$ cat src/rtl/core/jqte_pkg.sv
// ----------------------------------------------------------------------------
// jqte_pkg
// Shared types, codes and sizes of the job queue time estimator.
// ----------------------------------------------------------------------------
package jqte_pkg;

  // default sizes
  localparam int unsigned QUEUE_DEPTH_DEF = 16;
  localparam int unsigned ID_BITS_DEF     = 16;

  // fixed field widths
  localparam int unsigned LEN_W    = 32;
  localparam int unsigned TIME_W   = 32;
  localparam int unsigned OUT_ID_W = 16;
  localparam int unsigned TOTAL_W  = 40;

  localparam logic [TOTAL_W-1:0] TOTAL_MAX = {TOTAL_W{1'b1}};

  // action codes
  localparam logic [1:0] ACT_ADD   = 2'd0;
  localparam logic [1:0] ACT_DEL   = 2'd1;
  localparam logic [1:0] ACT_QUERY = 2'd2;

  // sequencer states
  typedef enum logic [2:0] {
    ST_IDLE,
    ST_ADD,
    ST_SEARCH,
    ST_SHIFT,
    ST_DEL_DONE,
    ST_SUM,
    ST_DONE
  } state_e;

  // input item
  typedef struct packed {
    logic [1:0]          action;
    logic [LEN_W-1:0]    job_length;
    logic [OUT_ID_W-1:0] target_id;
    logic [TIME_W-1:0]   now_time;
  } in_item_t;

  // result item
  typedef struct packed {
    logic [OUT_ID_W-1:0] assigned_id;
    logic                add_refused;
    logic                delete_found;
    logic                started_valid;
    logic [OUT_ID_W-1:0] started_id;
    logic [TOTAL_W-1:0]  total_time;
    logic                queue_empty;
  } out_item_t;

endpackage

$ cat src/rtl/core/jqte_if.sv
// ----------------------------------------------------------------------------
// jqte_if
// Valid/ready channels for input items and result items.
// ----------------------------------------------------------------------------
interface jqte_in_if;
  logic                valid;
  logic                ready;
  jqte_pkg::in_item_t  data;

  modport source (output valid, output data, input ready);
  modport sink   (input valid, input data, output ready);
endinterface

interface jqte_out_if;
  logic                valid;
  logic                ready;
  jqte_pkg::out_item_t data;

  modport source (output valid, output data, input ready);
  modport sink   (input valid, input data, output ready);
endinterface

$ cat src/rtl/core/jqte_ram.sv
// ----------------------------------------------------------------------------
// jqte_ram
// Generic simple dual-port RAM, one write port, one registered read port.
// ----------------------------------------------------------------------------
module jqte_ram #(
  parameter int unsigned WIDTH = 8,
  parameter int unsigned DEPTH = 16,
  localparam int unsigned AW   = (DEPTH > 1) ? $clog2(DEPTH) : 1
) (
  input  logic             clk_i,
  input  logic             we_i,
  input  logic [AW-1:0]    waddr_i,
  input  logic [WIDTH-1:0] wdata_i,
  input  logic             re_i,
  input  logic [AW-1:0]    raddr_i,
  output logic [WIDTH-1:0] rdata_o
);

  logic [WIDTH-1:0] mem_q [DEPTH];
  logic [WIDTH-1:0] rdata_q;

  // write port
  always_ff @(posedge clk_i) begin
    if (we_i) begin
      mem_q[waddr_i] <= wdata_i;
    end
  end

  // registered read port
  always_ff @(posedge clk_i) begin
    if (re_i) begin
      rdata_q <= mem_q[raddr_i];
    end
  end

  assign rdata_o = rdata_q;

endmodule

$ cat src/rtl/core/job_queue_time_estimator.sv
// ----------------------------------------------------------------------------
// job_queue_time_estimator
// Ordered job queue in a RAM with add, delete by id and total time estimate.
// ----------------------------------------------------------------------------
// From accept to result: a query runs the sum pass over the queued jobs, an add
// appends at the tail first (a refused add writes nothing), a delete searches
// and, on a match, shifts and drops the entry before the sum pass. One item at a
// time: input is ready only in idle, reached when the result is registered.
// Reset clears the queue count, id counter and head state at once; the entry
// RAM is not cleared and needs no clearing pass.
module job_queue_time_estimator #(
  parameter int unsigned QUEUE_DEPTH = jqte_pkg::QUEUE_DEPTH_DEF,
  parameter int unsigned ID_BITS     = jqte_pkg::ID_BITS_DEF
) (
  input  logic   clk_i,
  input  logic   rst_ni,
  jqte_in_if.sink    in_i,
  jqte_out_if.source out_o
);

  localparam int unsigned AW    = $clog2(QUEUE_DEPTH);
  localparam int unsigned CNT_W = $clog2(QUEUE_DEPTH + 1);
  localparam int unsigned LW    = jqte_pkg::LEN_W;
  localparam int unsigned RW    = ID_BITS + LW;
  localparam int unsigned OW    = jqte_pkg::OUT_ID_W;
  localparam int unsigned TW    = jqte_pkg::TOTAL_W;

  jqte_pkg::state_e state_q, state_d;

  jqte_pkg::in_item_t  item_q, item_d;
  jqte_pkg::out_item_t out_q, out_d;
  logic                out_vld_q, out_vld_d;

  logic [CNT_W-1:0]   count_q, count_d;
  logic [CNT_W-1:0]   idx_q, idx_d;
  logic [AW-1:0]      pos_q, pos_d;
  logic               rd_vld_q, rd_vld_d;
  logic [AW-1:0]      rd_idx_q, rd_idx_d;
  logic [ID_BITS-1:0] next_id_q, next_id_d;
  logic               head_started_q, head_started_d;
  logic [LW-1:0]      head_time_q, head_time_d;
  logic [TW-1:0]      acc_q, acc_d;
  logic               refused_q, refused_d;
  logic               found_q, found_d;
  logic               started_q, started_d;
  logic [OW-1:0]      started_id_q, started_id_d;
  logic [OW-1:0]      assigned_q, assigned_d;

  // ram ports
  logic          ram_we;
  logic [AW-1:0] ram_waddr;
  logic [RW-1:0] ram_wdata;
  logic          ram_re;
  logic [AW-1:0] ram_raddr;
  logic [RW-1:0] ram_rdata;

  jqte_ram #(
    .WIDTH (RW),
    .DEPTH (QUEUE_DEPTH)
  ) u_entry_ram (
    .clk_i   (clk_i),
    .we_i    (ram_we),
    .waddr_i (ram_waddr),
    .wdata_i (ram_wdata),
    .re_i    (ram_re),
    .raddr_i (ram_raddr),
    .rdata_o (ram_rdata)
  );

  // shared conditions
  logic               in_acc;
  logic               out_free;
  logic               queue_nil;
  logic               queue_full;
  logic               can_issue;
  logic               last_rd;
  logic               rd_match;
  logic [ID_BITS-1:0] rd_id;
  logic [LW-1:0]      rd_len;
  logic [LW-1:0]      elapsed;
  logic [LW-1:0]      part;
  logic [TW:0]        sum_tmp;
  logic [TW-1:0]      acc_next;

  assign in_i.ready = (state_q == jqte_pkg::ST_IDLE);
  assign in_acc     = in_i.valid && in_i.ready;
  assign out_free   = !out_vld_q || out_o.ready;
  assign queue_nil  = (count_q == '0);
  assign queue_full = (count_q == CNT_W'(QUEUE_DEPTH));
  assign can_issue  = (idx_q < count_q);

  assign rd_id    = ram_rdata[RW-1:LW];
  assign rd_len   = ram_rdata[LW-1:0];
  assign last_rd  = rd_vld_q && (CNT_W'(rd_idx_q) == count_q - CNT_W'(1));
  assign rd_match = rd_vld_q && (OW'(rd_id) == item_q.target_id);

  // running head counts the larger of elapsed time and length
  assign elapsed  = item_q.now_time - head_time_q;
  assign part     = (head_started_q && (rd_idx_q == '0) && (elapsed >= rd_len))
                    ? elapsed : rd_len;
  assign sum_tmp  = {1'b0, acc_q} + (TW + 1)'(part);
  assign acc_next = sum_tmp[TW] ? jqte_pkg::TOTAL_MAX : sum_tmp[TW-1:0];

  // next state
  always_comb begin
    state_d = state_q;
    case (state_q)
      jqte_pkg::ST_IDLE: begin
        if (in_acc) begin
          case (in_i.data.action)
            jqte_pkg::ACT_ADD: state_d = jqte_pkg::ST_ADD;
            jqte_pkg::ACT_DEL: state_d = jqte_pkg::ST_SEARCH;
            default:           state_d = jqte_pkg::ST_SUM;
          endcase
        end
      end
      jqte_pkg::ST_ADD: state_d = jqte_pkg::ST_SUM;
      jqte_pkg::ST_SEARCH: begin
        if (queue_nil) begin
          state_d = jqte_pkg::ST_SUM;
        end else if (rd_match) begin
          state_d = last_rd ? jqte_pkg::ST_DEL_DONE : jqte_pkg::ST_SHIFT;
        end else if (last_rd) begin
          state_d = jqte_pkg::ST_SUM;
        end
      end
      jqte_pkg::ST_SHIFT: begin
        if (last_rd) begin
          state_d = jqte_pkg::ST_DEL_DONE;
        end
      end
      jqte_pkg::ST_DEL_DONE: state_d = jqte_pkg::ST_SUM;
      jqte_pkg::ST_SUM: begin
        if (queue_nil || last_rd) begin
          state_d = jqte_pkg::ST_DONE;
        end
      end
      jqte_pkg::ST_DONE: begin
        if (out_free) begin
          state_d = jqte_pkg::ST_IDLE;
        end
      end
      default: state_d = jqte_pkg::ST_IDLE;
    endcase
  end

  // datapath and ram control
  always_comb begin
    item_d         = item_q;
    count_d        = count_q;
    idx_d          = idx_q;
    pos_d          = pos_q;
    rd_vld_d       = 1'b0;
    rd_idx_d       = idx_q[AW-1:0];
    next_id_d      = next_id_q;
    head_started_d = head_started_q;
    head_time_d    = head_time_q;
    acc_d          = acc_q;
    refused_d      = refused_q;
    found_d        = found_q;
    started_d      = started_q;
    started_id_d   = started_id_q;
    assigned_d     = assigned_q;
    out_d          = out_q;
    out_vld_d      = out_vld_q && !out_o.ready;
    ram_we         = 1'b0;
    ram_waddr      = count_q[AW-1:0];
    ram_wdata      = {next_id_q, item_q.job_length};
    ram_re         = 1'b0;
    ram_raddr      = idx_q[AW-1:0];

    case (state_q)
      jqte_pkg::ST_IDLE: begin
        if (in_acc) begin
          item_d       = in_i.data;
          idx_d        = '0;
          acc_d        = '0;
          refused_d    = 1'b0;
          found_d      = 1'b0;
          started_d    = 1'b0;
          started_id_d = '0;
          assigned_d   = '0;
        end
      end
      // append at the tail, start at once on an empty queue
      jqte_pkg::ST_ADD: begin
        if (queue_full) begin
          refused_d = 1'b1;
        end else begin
          ram_we     = 1'b1;
          assigned_d = OW'(next_id_q);
          next_id_d  = next_id_q + ID_BITS'(1);
          count_d    = count_q + CNT_W'(1);
          if (queue_nil) begin
            head_started_d = 1'b1;
            head_time_d    = item_q.now_time;
            started_d      = 1'b1;
          end
        end
        idx_d = '0;
      end
      // walk from the head until the first matching id
      jqte_pkg::ST_SEARCH: begin
        ram_re   = can_issue;
        rd_vld_d = can_issue;
        if (can_issue) begin
          idx_d = idx_q + CNT_W'(1);
        end
        if (queue_nil) begin
          rd_vld_d = 1'b0;
          idx_d    = '0;
        end else if (rd_match) begin
          pos_d    = rd_idx_q;
          rd_vld_d = 1'b0;
          idx_d    = CNT_W'(rd_idx_q) + CNT_W'(1);
        end else if (last_rd) begin
          rd_vld_d = 1'b0;
          idx_d    = '0;
        end
      end
      // move every entry behind the match one place down
      jqte_pkg::ST_SHIFT: begin
        ram_re    = can_issue;
        rd_vld_d  = can_issue;
        if (can_issue) begin
          idx_d = idx_q + CNT_W'(1);
        end
        ram_we    = rd_vld_q;
        ram_waddr = rd_idx_q - AW'(1);
        ram_wdata = ram_rdata;
        if (last_rd) begin
          rd_vld_d = 1'b0;
        end
      end
      // drop the entry, start the new head if it is idle
      jqte_pkg::ST_DEL_DONE: begin
        found_d = 1'b1;
        count_d = count_q - CNT_W'(1);
        idx_d   = '0;
        if (count_q == CNT_W'(1)) begin
          head_started_d = 1'b0;
        end else if (!head_started_q || (pos_q == '0)) begin
          head_started_d = 1'b1;
          head_time_d    = item_q.now_time;
          started_d      = 1'b1;
        end
      end
      // total pass over all queued entries
      jqte_pkg::ST_SUM: begin
        ram_re   = can_issue;
        rd_vld_d = can_issue;
        if (can_issue) begin
          idx_d = idx_q + CNT_W'(1);
        end
        if (rd_vld_q) begin
          acc_d = acc_next;
          if (started_q && (rd_idx_q == '0)) begin
            started_id_d = OW'(rd_id);
          end
        end
        if (last_rd || queue_nil) begin
          rd_vld_d = 1'b0;
        end
      end
      // hand the result to the output register
      jqte_pkg::ST_DONE: begin
        if (out_free) begin
          out_vld_d           = 1'b1;
          out_d.assigned_id   = assigned_q;
          out_d.add_refused   = refused_q;
          out_d.delete_found  = found_q;
          out_d.started_valid = started_q;
          out_d.started_id    = started_id_q;
          out_d.total_time    = acc_q;
          out_d.queue_empty   = queue_nil;
        end
      end
      default: begin
      end
    endcase
  end

  // control registers
  always_ff @(posedge clk_i or negedge rst_ni) begin
    if (!rst_ni) begin
      state_q        <= jqte_pkg::ST_IDLE;
      count_q        <= '0;
      next_id_q      <= '0;
      head_started_q <= 1'b0;
      head_time_q    <= '0;
      rd_vld_q       <= 1'b0;
      out_vld_q      <= 1'b0;
    end else begin
      state_q        <= state_d;
      count_q        <= count_d;
      next_id_q      <= next_id_d;
      head_started_q <= head_started_d;
      head_time_q    <= head_time_d;
      rd_vld_q       <= rd_vld_d;
      out_vld_q      <= out_vld_d;
    end
  end

  // payload registers
  always_ff @(posedge clk_i) begin
    item_q       <= item_d;
    idx_q        <= idx_d;
    pos_q        <= pos_d;
    rd_idx_q     <= rd_idx_d;
    acc_q        <= acc_d;
    refused_q    <= refused_d;
    found_q      <= found_d;
    started_q    <= started_d;
    started_id_q <= started_id_d;
    assigned_q   <= assigned_d;
    out_q        <= out_d;
  end

  assign out_o.valid = out_vld_q;
  assign out_o.data  = out_q;

endmodule

$ cat src/flat_wrapper.sv
// flat-port wrapper written by rule: the top's interface ports become plain ports
module job_queue_time_estimator_flat 
#(
  parameter int unsigned QUEUE_DEPTH = jqte_pkg::QUEUE_DEPTH_DEF,
  parameter int unsigned ID_BITS     = jqte_pkg::ID_BITS_DEF
)
  (clk_i, rst_ni, in_i_valid, in_i_data, in_i_ready, out_o_valid, out_o_data, out_o_ready);
  jqte_in_if in_i_i ();
  jqte_out_if out_o_i ();
  input  logic clk_i;
  input  logic rst_ni;
  input wire logic [$bits(in_i_i.valid)-1:0] in_i_valid;
  input wire logic [$bits(in_i_i.data)-1:0] in_i_data;
  output wire logic [$bits(in_i_i.ready)-1:0] in_i_ready;
  output wire logic [$bits(out_o_i.valid)-1:0] out_o_valid;
  output wire logic [$bits(out_o_i.data)-1:0] out_o_data;
  input wire logic [$bits(out_o_i.ready)-1:0] out_o_ready;
  assign in_i_i.valid = in_i_valid;
  assign in_i_i.data = in_i_data;
  assign in_i_ready = in_i_i.ready;
  assign out_o_valid = out_o_i.valid;
  assign out_o_data = out_o_i.data;
  assign out_o_i.ready = out_o_ready;
  job_queue_time_estimator #(.QUEUE_DEPTH(QUEUE_DEPTH), .ID_BITS(ID_BITS)) u_core (.clk_i(clk_i), .rst_ni(rst_ni), .in_i(in_i_i), .out_o(out_o_i));
endmodule
$ cat config.mk
export PLATFORM = sky130hd
export DESIGN_NAME = job_queue_time_estimator_flat
export DESIGN_NICKNAME = d
export VERILOG_FILES = /design/src/rtl/core/jqte_pkg.sv /design/src/rtl/core/jqte_if.sv /design/src/rtl/core/jqte_ram.sv /design/src/rtl/core/job_queue_time_estimator.sv /design/src/flat_wrapper.sv
export SDC_FILE = /design/constraint.sdc
export NUM_CORES = 1
export LEC_CHECK = 0
export BUFFER_PORTS_ARGS = -buffer_cell sky130_fd_sc_hd__buf_4
export CAP_MARGIN = 40
export CORE_MARGIN = 2
export CORE_UTILIZATION = 25
export DETAILED_ROUTE_END_ITERATION = 10
export GPL_TIMING_DRIVEN = 0
export SYNTH_ARGS = -nofsm -noshare
export SYNTH_HDL_FRONTEND = slang
export SYNTH_HIERARCHICAL = 1
export SYNTH_SLANG_ARGS = --single-unit
$ cat constraint.sdc
create_clock -name clk_i -period 7.6 [get_ports clk_i]
set_input_delay 0.38 -clock clk_i [delete_from_list [all_inputs] [get_ports clk_i]]
set_output_delay 0.38 -clock clk_i [all_outputs]
set_load 0.01 [all_outputs]
==> results of run 1 <==
## stage by stage
| stage | setup TNS, ns | area (um2) | hold WS, ns |
|---|---|---|---|
| 2_1_floorplan | 0 | 46400 | 0.0844 |
| 3_3_place_gp | -1233.92 | 50800 | 0.404 |
| 3_5_place_dp | -45.03 | 52200 | 0.196 |
| 4_1_cts | 0 | 56500 | 0.00925 |
| 5_1_grt | -0.0552 | 56800 | 0.0529 |
| 6_report | 0 | 56800 | 0.0602 |
## state kept, by name, summed over array words and instances, names as in the netlist, 16 cells and up
register and count:
u_core/started_id_q 16, u_core/next_id_q 16, u_core/u_entry_ram/rdata_o 48, u_core/item_q 80, u_core/u_entry_ram/mem_q 768, u_core/out_o.data 76, u_core/head_time_q 32, u_core/acc_q 40
u_core/assigned_q 16
## critical path, delay by kind of cell, from the launching register on
family / cells / cell delay, ns
AOI/OAI and AO/OA: 14 / 2.57
xor gates and xnor gates: 1 / 0.17
adders and majority gates: 3 / 0.95
buffers and inverters: 5 / 0.79
DFF: 1 / 0.49
muxes: 1 / 0.33
and+or+nand+nor: 7 / 1.69
## area by class of cell
| class | instances | area [um2] | share of cell area |
|---|---|---|---|
| Clock buffer | 126 | 2710 | 0.0476 |
| Tap cell | 2480 | 3100 | 0.0546 |
| Timing Repair Buffer | 372 | 3530 | 0.0621 |
| Buffer | 108 | 536 | 0.00942 |
| Clock inverter | 64 | 584 | 0.0103 |
| Antenna cell | 1 | 2.50 | 0.0000440 |
| Sequential cell | 1119 | 33300 | 0.585 |
| Multi-Input combinational cell | 1341 | 12800 | 0.224 |
| Inverter | 92 | 348 | 0.00612 |
## kinds of logic (layout without fill, tap and decap cells)
kind of cell,after synthesis,count (layout),synth area share
flip-flops,1119,1119,0.716
XOR/XNOR,108,108,0.0204
adder cells (fa/ha/maj),111,111,0.0302
AO/OA/AOI/OAI,455,455,0.0651
other,0,1,0
multiplexers,250,250,0.107
AND/OR/NAND/NOR,417,417,0.0425
buffers and inverters,202,762,0.0183
## placed cells by master (no fill, tap or decap), types with 18 or more instances in the layout
master	n
and3_1	28
and2_1	23
nor2_1	54
dlygate4sd3_1	81
nand4_1	18
clkbuf_16	105
xor2_1	34
clkinv_1	18
inv_1	89
dfrtp_1	59
a22oi_1	98
a21o_1	44
xnor2_1	71
clkbuf_1	83
buf_12	24
mux2_2	54
edfxtp_1	1056
ha_1	102
nand2_1	174
buf_2	31
nand3_1	32
a21oi_1	104
buf_4	237
buf_6	21
o21ai_0	87
mux4_2	192
clkinv_2	21
## layer usage
metal,part of all wire,GRT usage,vias to the layer above
met5,0,0,-
met4,0.028,0.0425,0
met3,0.062,0.0184,158
met2,0.50,0.222,895
met1,0.41,0.169,13500
li1,-,-,11500
## power by group through the flow
stage / sequential, W / clock [W] / combinational [W]
after global routing: 0.00832 / 0.00542 / 0.00870
after floorplan: 0.00821 / 0 / 0.00511
final: 0.00826 / 0.00510 / 0.00800
after global placement: 0.00848 / 0 / 0.00730
after CTS: 0.00826 / 0.00522 / 0.00780
after detailed placement: 0.00839 / 0 / 0.00760
## worst max-delay path by stage
stage / startpoint / endpoint / slack [ns] / depth (start not counted)
after CTS: u_core/item_q[2] / u_core/acc_q[22] / 0.0006 / 33
after detailed placement: u_core/item_q[2] / u_core/acc_q[32] / -1.21 / 33
after global routing: u_core/item_q[0] / u_core/acc_q[39] / -0.02 / 34
after floorplan: u_core/item_q[0] / u_core/acc_q[37] / 0.87 / 36
final: u_core/item_q[2] / u_core/acc_q[39] / 0.29 / 31
after global placement: u_core/state_q[2] / u_core/u_entry_ram/mem_q[4][20] / -3.88 / 7
## Yosys cell counts (34+ instances only)
| library cell | count |
|---|---|
| xnor2_1 | 74 |
| edfxtp_1 | 1056 |
| a21oi_1 | 111 |
| mux2_2 | 54 |
| o21ai_0 | 92 |
| mux4_2 | 192 |
| dfrtp_1 | 59 |
| inv_1 | 90 |
| nor2_1 | 68 |
| clkbuf_1 | 63 |
| xor2_1 | 34 |
| a21o_1 | 44 |
| ha_1 | 109 |
| a22oi_1 | 98 |
| nand2_1 | 175 |
## what timing repair did
action	CTS	global route
setup buffers	6	13
gates cloned	0	0
pin swaps	9	20
endpoints found under the hold margin	139	0
endpoints found under the setup margin	40	40
gates resized for setup	34	37
hold buffers	81	0
==> reports/qor.csv, run 1 <==
stage;metric;value;unit
run_status;status;complete, no violations;
yosys;Post-synth EDFFs;1056;
setup_path;reg2reg setup slack;0.29;ns
placement;worst slack, placed;-1.21;ns
yosys;area of the mapped netlist;46400;um2
setup_path;FF-to-FF Start;u_core/item_q[2];
grt;GRT overflow;0;
power;Pleak;19.3;nW
final_layout;Syn-to-layout area delta;22.4;%
final_layout;# fillers;18100;
timing;period utilisation layout;0.962;
die;row cnt;158;
final_layout;final std cells w/o fill;5703;
clocking;clk buf depth;3;
power;power share of the combinational group;0.375;
grt;antenna violations before repair;4;
yosys;Synth Net Count;2859;
setup_path;CP max FO;10;
yosys;Ys Warns;6;
timing;Pins Over Slew Limit;0;
die;Core ar.;185000;um2
clocking;Clock transition at path regs;0.06;ns
timing;final setup violation count;0;
route;Via density;4.58;
yosys;post-synth top area share;0.683;
final_layout;Nets;3334;
timing;clock skew;0.0335;ns
setup_path;crit path capture type;flop;
setup_path;Worst R2R End;u_core/acc_q[39];
die;area of the die;189000;um2
setup_path;highest-delay cell along the critical path;or4b_4;
route;Detailed Route Iter0 Violations;2300;
setup_path;R2R depth;31;
power;pwr dens;376;nW/um2
timing;final worst slack;0.289;ns
power;total power;0.0214;W
grt;first-pass GRT wire length;182000;um
yosys;synthesized instance count;2662;
placement;DP HPWL;87800;um
route;Detailed Route WL;125000;um
clocking;CTS tree;yes;
power;peak supply drop;0.209;mV
power;internal power;0.0139;W
clocking;number of CTS-inserted buffers;103;
placement;# port buffers;163;
clocking;CTS H-tree lvls;3;
final_layout;final core utilization;0.307;
yosys;post-synthesis sequential area ratio;0.716;
placement;GP Congestion;0.846;
timing;Hold Fails Final Rpt;0;
die;die width;435;um
die;Die Span Y;435;um
power;sequential share of power;0.387;
setup_path;worst endpoint required time;8.03;ns
clocking;clk sinks;1119;
setup_path;Largest stage delay, worst path;0.52;ns
yosys;flops & latches, synth;1119;
flow_run;Max-Cap Viols;0;
min_path;hold crit path type;primary input to asynchronous set/reset pin;
setup_path;Critical Path AT;7.74;ns
placement;Post-Place Cells;5413;
clocking;CTS root buf;clkbuf_16;
timing;Slew @ Worst Pin;0.941;ns
timing;FMAX;137;MHz
power;Clock power frac;0.239;
route;ANT nets after route;0;
die;num ports;164;
grt;largest net degree at the start of global routing;57;
clocking;worst skew pair latency;0.72;ns
setup_path;crit start category;flop;
yosys;leading area contributor after synthesis;edfxtp_1;
yosys;post-synth cell types;78;
route;via count;26100;
yosys;Main synth FF type;edfxtp_1;
setup_path;worst setup path category;flop to flop;
timing;post-layout min period;7.31;ns
die;Initial Util;0.251;
route;drt drc;0;
power;switching part of the total;0.351;
route;wire length per cell;22.0;um
yosys;top cells by area, synth;edfxtp_1 (68%), mux4_2 (9.3%), dfrtp_1 (3.2%);
grt;gr usage total;0.130;
timing;Slew headroom;0.369;
grt;vias in the first global route;26300;
setup_path;most used cell, CP;buf_4;
yosys;share of flip-flops with an asynchronous set or reset;0.0527;
power;Net Sw Power;0.00750;W
final_layout;share of cells above drive strength 1;0.251;
yosys;syn avg cell area;17.4;um2
route;DRT Pass-1 Iters;8;
Note: power is estimated with default switching activity, not from simulation.
==> inputs of run 2 (changes only) <==
==> constraint.sdc (replaced) <==
create_clock -name clk_i -period 7.6 [get_ports clk_i]
set_input_delay 0 -clock clk_i [delete_from_list [all_inputs] [get_ports clk_i]]
set_output_delay 0 -clock clk_i [all_outputs]
set_load 0.01 [all_outputs]
==> run 2 against run 1 <==
Against the previous run:
- clock power barely moved
- register-to-register slack worse by 0.02 ns
- sequential power about the same
- global-route usage is essentially flat
- critical path depth did not move
- wire length up 0.37%
- sequential cell count unchanged
- critical path type unchanged
- via count up 1.4%
- final cell count increased by 1.5%
- first-iteration DRC count up 2.8%
==> reports/qor.csv, run 2 (synthesis results as in run 1) <==
stage;metric;value;unit;change
grt;met3 usage;0.0183;;-0.000101
setup_path;worst setup path category;flop to flop;;
die;num ports;164;;unchanged
grt;gr usage total;0.130;;+0.000447
final_layout;fin area;57600;um2;+1.5%
setup_path;worst endpoint required time;8.03;ns;about the same
setup_path;CP delay by family, top;compound AO/OA/AOI/OAI gates;;
final_layout;# fillers;18000;;-0.32%
placement;# port buffers;163;;unchanged
route;Detailed Route WL;126000;um;+0.37%
final_layout;area of the multi-input gates;12800;um2;unchanged
die;Initial Util;0.251;;unchanged
final_layout;final core utilization;0.312;;+0.00446
min_path;hold crit path type;primary input to flop;;
setup_path;CP max FO;10;;unchanged
setup_path;Critical Path AT;7.77;ns;+0.03 ns
timing;clock skew;0.0312;ns;-0.00233 ns
setup_path;crit start category;flop;;
die;area of the die;189000;um2;unchanged
clocking;clk sinks;1119;;unchanged
timing;period utilisation layout;0.965;;+0.00279
run_status;status;complete, no violations;;
final_layout;Syn-to-layout area delta;24.1;%;
clocking;Clock transition at path regs;0.06;ns;about the same
final_layout;storage element area;33300;um2;unchanged
clocking;CTS tree;yes;;
grt;first-pass GRT wire length;183000;um;+0.64%
placement;Post-Place Cells;5413;;unchanged
placement;GP Congestion;0.846;;unchanged
route;via count;26400;;+1.4%
final_layout;largest reg by FF count;u_core/u_entry_ram/mem_q;;
power;peak supply drop;0.208;mV;-0.71%
route;Detailed Route Iter0 Violations;2364;;+2.8%
grt;met2 usage;0.223;;+0.000950
setup_path;highest-delay cell along the critical path;or4b_4;;
die;Core ar.;185000;um2;unchanged
clocking;CTS H-tree lvls;3;;unchanged
power;Pleak;19.7;nW;+1.8%
timing;FMAX;136;MHz;-0.29%
timing;final setup violation count;0;;unchanged
flow_run;Max-Cap Viols;0;;unchanged
setup_path;reg2reg setup slack;0.27;ns;-0.02 ns
route;drt drc;0;;unchanged
grt;GR peak layer;met2;;
final_layout;number of flip-flops in the largest register;768;;unchanged
timing;final worst slack;0.268;ns;-0.0212 ns
final_layout;Nets;3416;;+2.5%
grt;largest net degree at the start of global routing;57;;unchanged
route;ANT nets after route;0;;unchanged
power;pwr dens;371;nW/um2;-1.2%
timing;Hold Fails Final Rpt;0;;unchanged
route;DRT Pass-1 Iters;6;;-2
setup_path;Largest stage delay, worst path;0.57;ns;+0.05 ns
final_layout;share of cells above drive strength 1;0.245;;-0.00623
route;Via density;4.57;;-0.11%
final_layout;most frequent cells in the layout;edfxtp_1 (1056), buf_4 (237), mux4_2 (192);;
clocking;CTS root buf;clkbuf_16;;
timing;final hold slack;0.0465;ns;-0.0137 ns
timing;post-layout min period;7.33;ns;+0.0212 ns
setup_path;critical path startpoint;u_core/item_q[2];;
die;die width;435;um;unchanged
timing;Slew @ Worst Pin;0.960;ns;+0.0191 ns
grt;vias in the first global route;26800;;+1.9%
timing;Pins Over Slew Limit;0;;unchanged
timing;Slew headroom;0.360;;-0.00933
die;row cnt;158;;unchanged
setup_path;Buf/Inv on CP;5;;unchanged
clocking;clk buf depth;3;;unchanged
grt;antenna violations before repair;3;;-1
placement;worst slack, placed;-1.21;ns;unchanged
final_layout;commonest non-fill, non-tap cell in the layout;edfxtp_1;;
clocking;worst skew pair latency;0.72;ns;about the same
clocking;number of CTS-inserted buffers;103;;unchanged
final_layout;final std cells w/o fill;5787;;+1.5%
grt;GRT met1 Usage;0.168;;-0.000227
grt;GRT overflow;0;;unchanged
placement;DP HPWL;87800;um;unchanged
setup_path;FF-to-FF Start;u_core/item_q[2];;
min_path;hold_sp;in_i_data[20];;
die;Die Span Y;435;um;unchanged
route;wire length per cell;21.8;um;-1.1%
placement;Post-DP Area;52200;um2;unchanged
setup_path;crit path capture type;flop;;
run 2: path summary, 6_finish.rpt:
| kind | end | depth (start not counted) |
|---|---|---|
| max | u_core/acc_q[39] | 31 |
| min | u_core/item_q[20] | 2 |
| max reg2reg | u_core/acc_q[39] | 31 |
| min reg2reg | u_core/out_o.data[62] | 0 |
| max in group asynchronous | u_core/head_time_q[16] | 4 |
| min in group asynchronous | u_core/next_id_q[11] | 3 |
run 2: final cells by class:
class | count | area share
inverters | 92 | 0.00603
clock buffers | 126 | 0.0469
multi-input cells | 1341 | 0.221
clock inverters | 64 | 0.0101
well taps | 2480 | 0.0538
flip-flops and latches | 1119 | 0.577
diodes | 3 | 0.000130
plain buffers | 108 | 0.00929
repair buffers | 454 | 0.0754
run 2: layer usage:
metal,vias to the layer above,part of all wire
li1,11700,-
met4,0,0.028
met1,13700,0.41
met2,890,0.50
met3,157,0.060
met5,-,0
run 2: power by group:
part           switching, W  internal, W  total (W)  leakage (nW)
combinational       0.00475      0.00330    0.00805          7.57
sequential         0.000450      0.00781    0.00826          10.5
clock               0.00231      0.00279    0.00510          1.59
run 2: timing repair:
item / 4_1_cts / 5_1_grt
gates resized for setup: 34 / 37
setup endpoints to repair: 40 / 40
pin swaps: 9 / 20
buffers inserted: 6 / 13
hold endpoints to repair: 161 / 0
cloned: 0 / 0
hold buffers: 163 / 0
run 2: through the flow:
step / total power [W] / setup TNS (ns)
after detailed placement: 0.0160 / -45.03
after global routing: 0.0225 / -0.0552
after floorplan: 0.0133 / 0
after CTS: 0.0213 / 0
after global placement: 0.0158 / -1233.92
final: 0.0214 / 0
==> inputs of run 3 (changes only) <==
CORE_UTILIZATION = 62   (was 25)
CTS_CLUSTER_SIZE = 12   (was not set)
PLACE_DENSITY = 0.8   (was not set)
==> run 3 against run 2 <==
Against the previous run:
- clock power barely moved
- largest cell class unchanged
- core utilization up 42 points
- via count rose by 8.6%
- critical path type unchanged
==> reports/qor.csv, run 3 (synthesis results as in run 1) <==
stage;metric;value;unit;change
timing;setup TNS;0;ns;unchanged
final_layout;Nets;3336;;-2.3%
final_layout;number of flip-flops in the largest register;768;;unchanged
placement;# port buffers;163;;unchanged
timing;clock skew;0.0210;ns;-0.0102 ns
route;wire length per cell;31.7;um;+46%
die;die width;278;um;-36%
timing;RSZ-0062 raised after global routing;true;;
route;DRT Pass-1 Iters;6;;unchanged
timing;FMAX;136;MHz;-0.18%
final_layout;most frequent cells in the layout;edfxtp_1 (1056), buf_4 (226), mux4_2 (192);;
timing;Pins Over Slew Limit;0;;unchanged
timing;Slew @ Worst Pin;1.03;ns;+0.0676 ns
timing;post-layout min period;7.35;ns;+0.0132 ns
route;ANT nets after route;0;;unchanged
grt;gr usage total;0.341;;+0.211
timing;Slew headroom;0.315;;-0.0451
final_layout;share of cells above drive strength 1;0.241;;-0.00414
route;Via density;6.88;;+51%
grt;vias in the first global route;29200;;+8.8%
timing;period utilisation layout;0.966;;+0.00174
grt;largest net degree at the start of global routing;55;;-3.5%
die;num ports;164;;unchanged
power;Pleak;19.2;nW;-2.3%
power;peak supply drop;0.225;mV;+8.4%
clocking;Clock transition at path regs;0.06;ns;about the same
timing;Hold Fails Final Rpt;0;;unchanged
clocking;CTS root buf;clkbuf_16;;
die;row cnt;100;;-37%
setup_path;crit start category;flop;;
die;Core ar.;74300;um2;-60%
die;Die Span Y;278;um;-36%
route;drt drc;0;;unchanged
route;Detailed Route WL;132000;um;+5.1%
final_layout;largest reg by FF count;u_core/u_entry_ram/mem_q;;
final_layout;# fillers;4077;;-77%
setup_path;highest-delay cell along the critical path;or4b_4;;
setup_path;CP max FO;10;;unchanged
clocking;worst skew pair latency;0.69;ns;-0.03 ns
run_status;status;complete, no violations;;
final_layout;commonest non-fill, non-tap cell in the layout;edfxtp_1;;
die;Initial Util;0.625;;+0.374
grt;antenna violations before repair;7;;+4
setup_path;worst setup path category;flop to flop;;
die;area of the die;77100;um2;-59%
clocking;CTS H-tree lvls;3;;unchanged
setup_path;worst endpoint required time;7.99;ns;-0.04 ns
route;Detailed Route Iter0 Violations;4537;;+92%
min_path;hold crit path type;primary input to flop;;
placement;GP Congestion;0.936;;+11%
setup_path;Largest stage delay, worst path;0.54;ns;-0.03 ns
final_layout;Syn-to-layout area delta;17.7;%;
route;via count;28700;;+8.6%
clocking;number of CTS-inserted buffers;110;;+6.8%
clocking;clk buf depth;3;;unchanged
placement;DP HPWL;80000;um;-9.0%
setup_path;crit path capture type;flop;;
grt;GRT overflow;0;;unchanged
timing;final setup violation count;0;;unchanged
power;pwr dens;394;nW/um2;+6.1%
setup_path;Critical Path AT;7.74;ns;-0.03 ns
grt;first-pass GRT wire length;192000;um;+4.5%
flow_run;Max-Cap Viols;0;;unchanged
final_layout;final core utilization;0.735;;+0.424
clocking;CTS tree;yes;;
clocking;clk sinks;1119;;unchanged
-- run 3: critical path: cells and delay by family (launching register included) --
kind	cells	cell delay [ns]
xor gates and xnor gates	1	0.18
buffers and inverters	3	0.33
AOI/OAI and AO/OA	19	3.43
DFF	1	0.43
muxes	1	0.40
and+or+nand+nor	4	1.05
adders and majority gates	4	1.20
-- run 3: power breakdown --
part           total, W  internal (W)  switching [W]
sequential      0.00829       0.00782       0.000472
combinational   0.00815       0.00320        0.00495
clock           0.00509       0.00280        0.00229
-- run 3: repair_timing --
item / in CTS / in global routing
resized for setup: 23 / 39
pin swaps: 9 / 15
cloned: 0 / 1
endpoints found under the setup margin: 40 / 40
hold buffers: 88 / 0
setup buffers: 4 / 11
hold endpoints to repair: 147 / 0
-- run 3: layer usage --
metal  part of all wire  GRT usage
met5            0.00037          0
met2               0.49      0.553
met3               0.12     0.0836
met4              0.048      0.152
met1               0.34      0.444
-- run 3: worst paths after layout --
check                                      start                     to  slack, ns  cells past startpoint
max                             u_core/item_q[0]       u_core/acc_q[39]       0.25                     32
max in group asynchronous                 rst_ni  u_core/head_time_q[7]       6.72                      4
min                                in_i_data[72]      u_core/item_q[72]       0.04                      2
max reg2reg                     u_core/item_q[0]       u_core/acc_q[39]       0.25                     32
min reg2reg                u_core/assigned_q[14]  u_core/out_o.data[74]       0.42                      0
min in group asynchronous                 rst_ni  u_core/head_time_q[5]       0.34                      3
-- run 3: through the flow --
stage	hold WS, ns	setup slack [ns]	area, um2	power, W	cells
2_1_floorplan	-0.296	0.871	46400	0.0133	2662
3_3_place_gp	0.115	-2.53	48900	0.0153	3794
3_5_place_dp	0.119	-0.882	50100	0.0157	3887
4_1_cts	0.0172	0.00614	54300	0.0210	4154
5_1_grt	0.0344	-0.0720	54700	0.0223	4172
6_report	0.0359	0.255	54700	0.0215	4174
-- run 3: layout make-up --
| type | count | area (um2) | share of cell area |
|---|---|---|---|
| Sequential cell | 1119 | 33300 | 0.609 |
| Antenna cell | 2 | 5.00 | 0.0000916 |
| Tap cell | 969 | 1210 | 0.0222 |
| Timing Repair Buffer | 366 | 3370 | 0.0617 |
| Multi-Input combinational cell | 1341 | 12700 | 0.232 |
| Clock inverter | 25 | 233 | 0.00426 |
| Buffer | 109 | 534 | 0.00977 |
| Inverter | 92 | 348 | 0.00636 |
| Clock buffer | 151 | 3000 | 0.0549 |
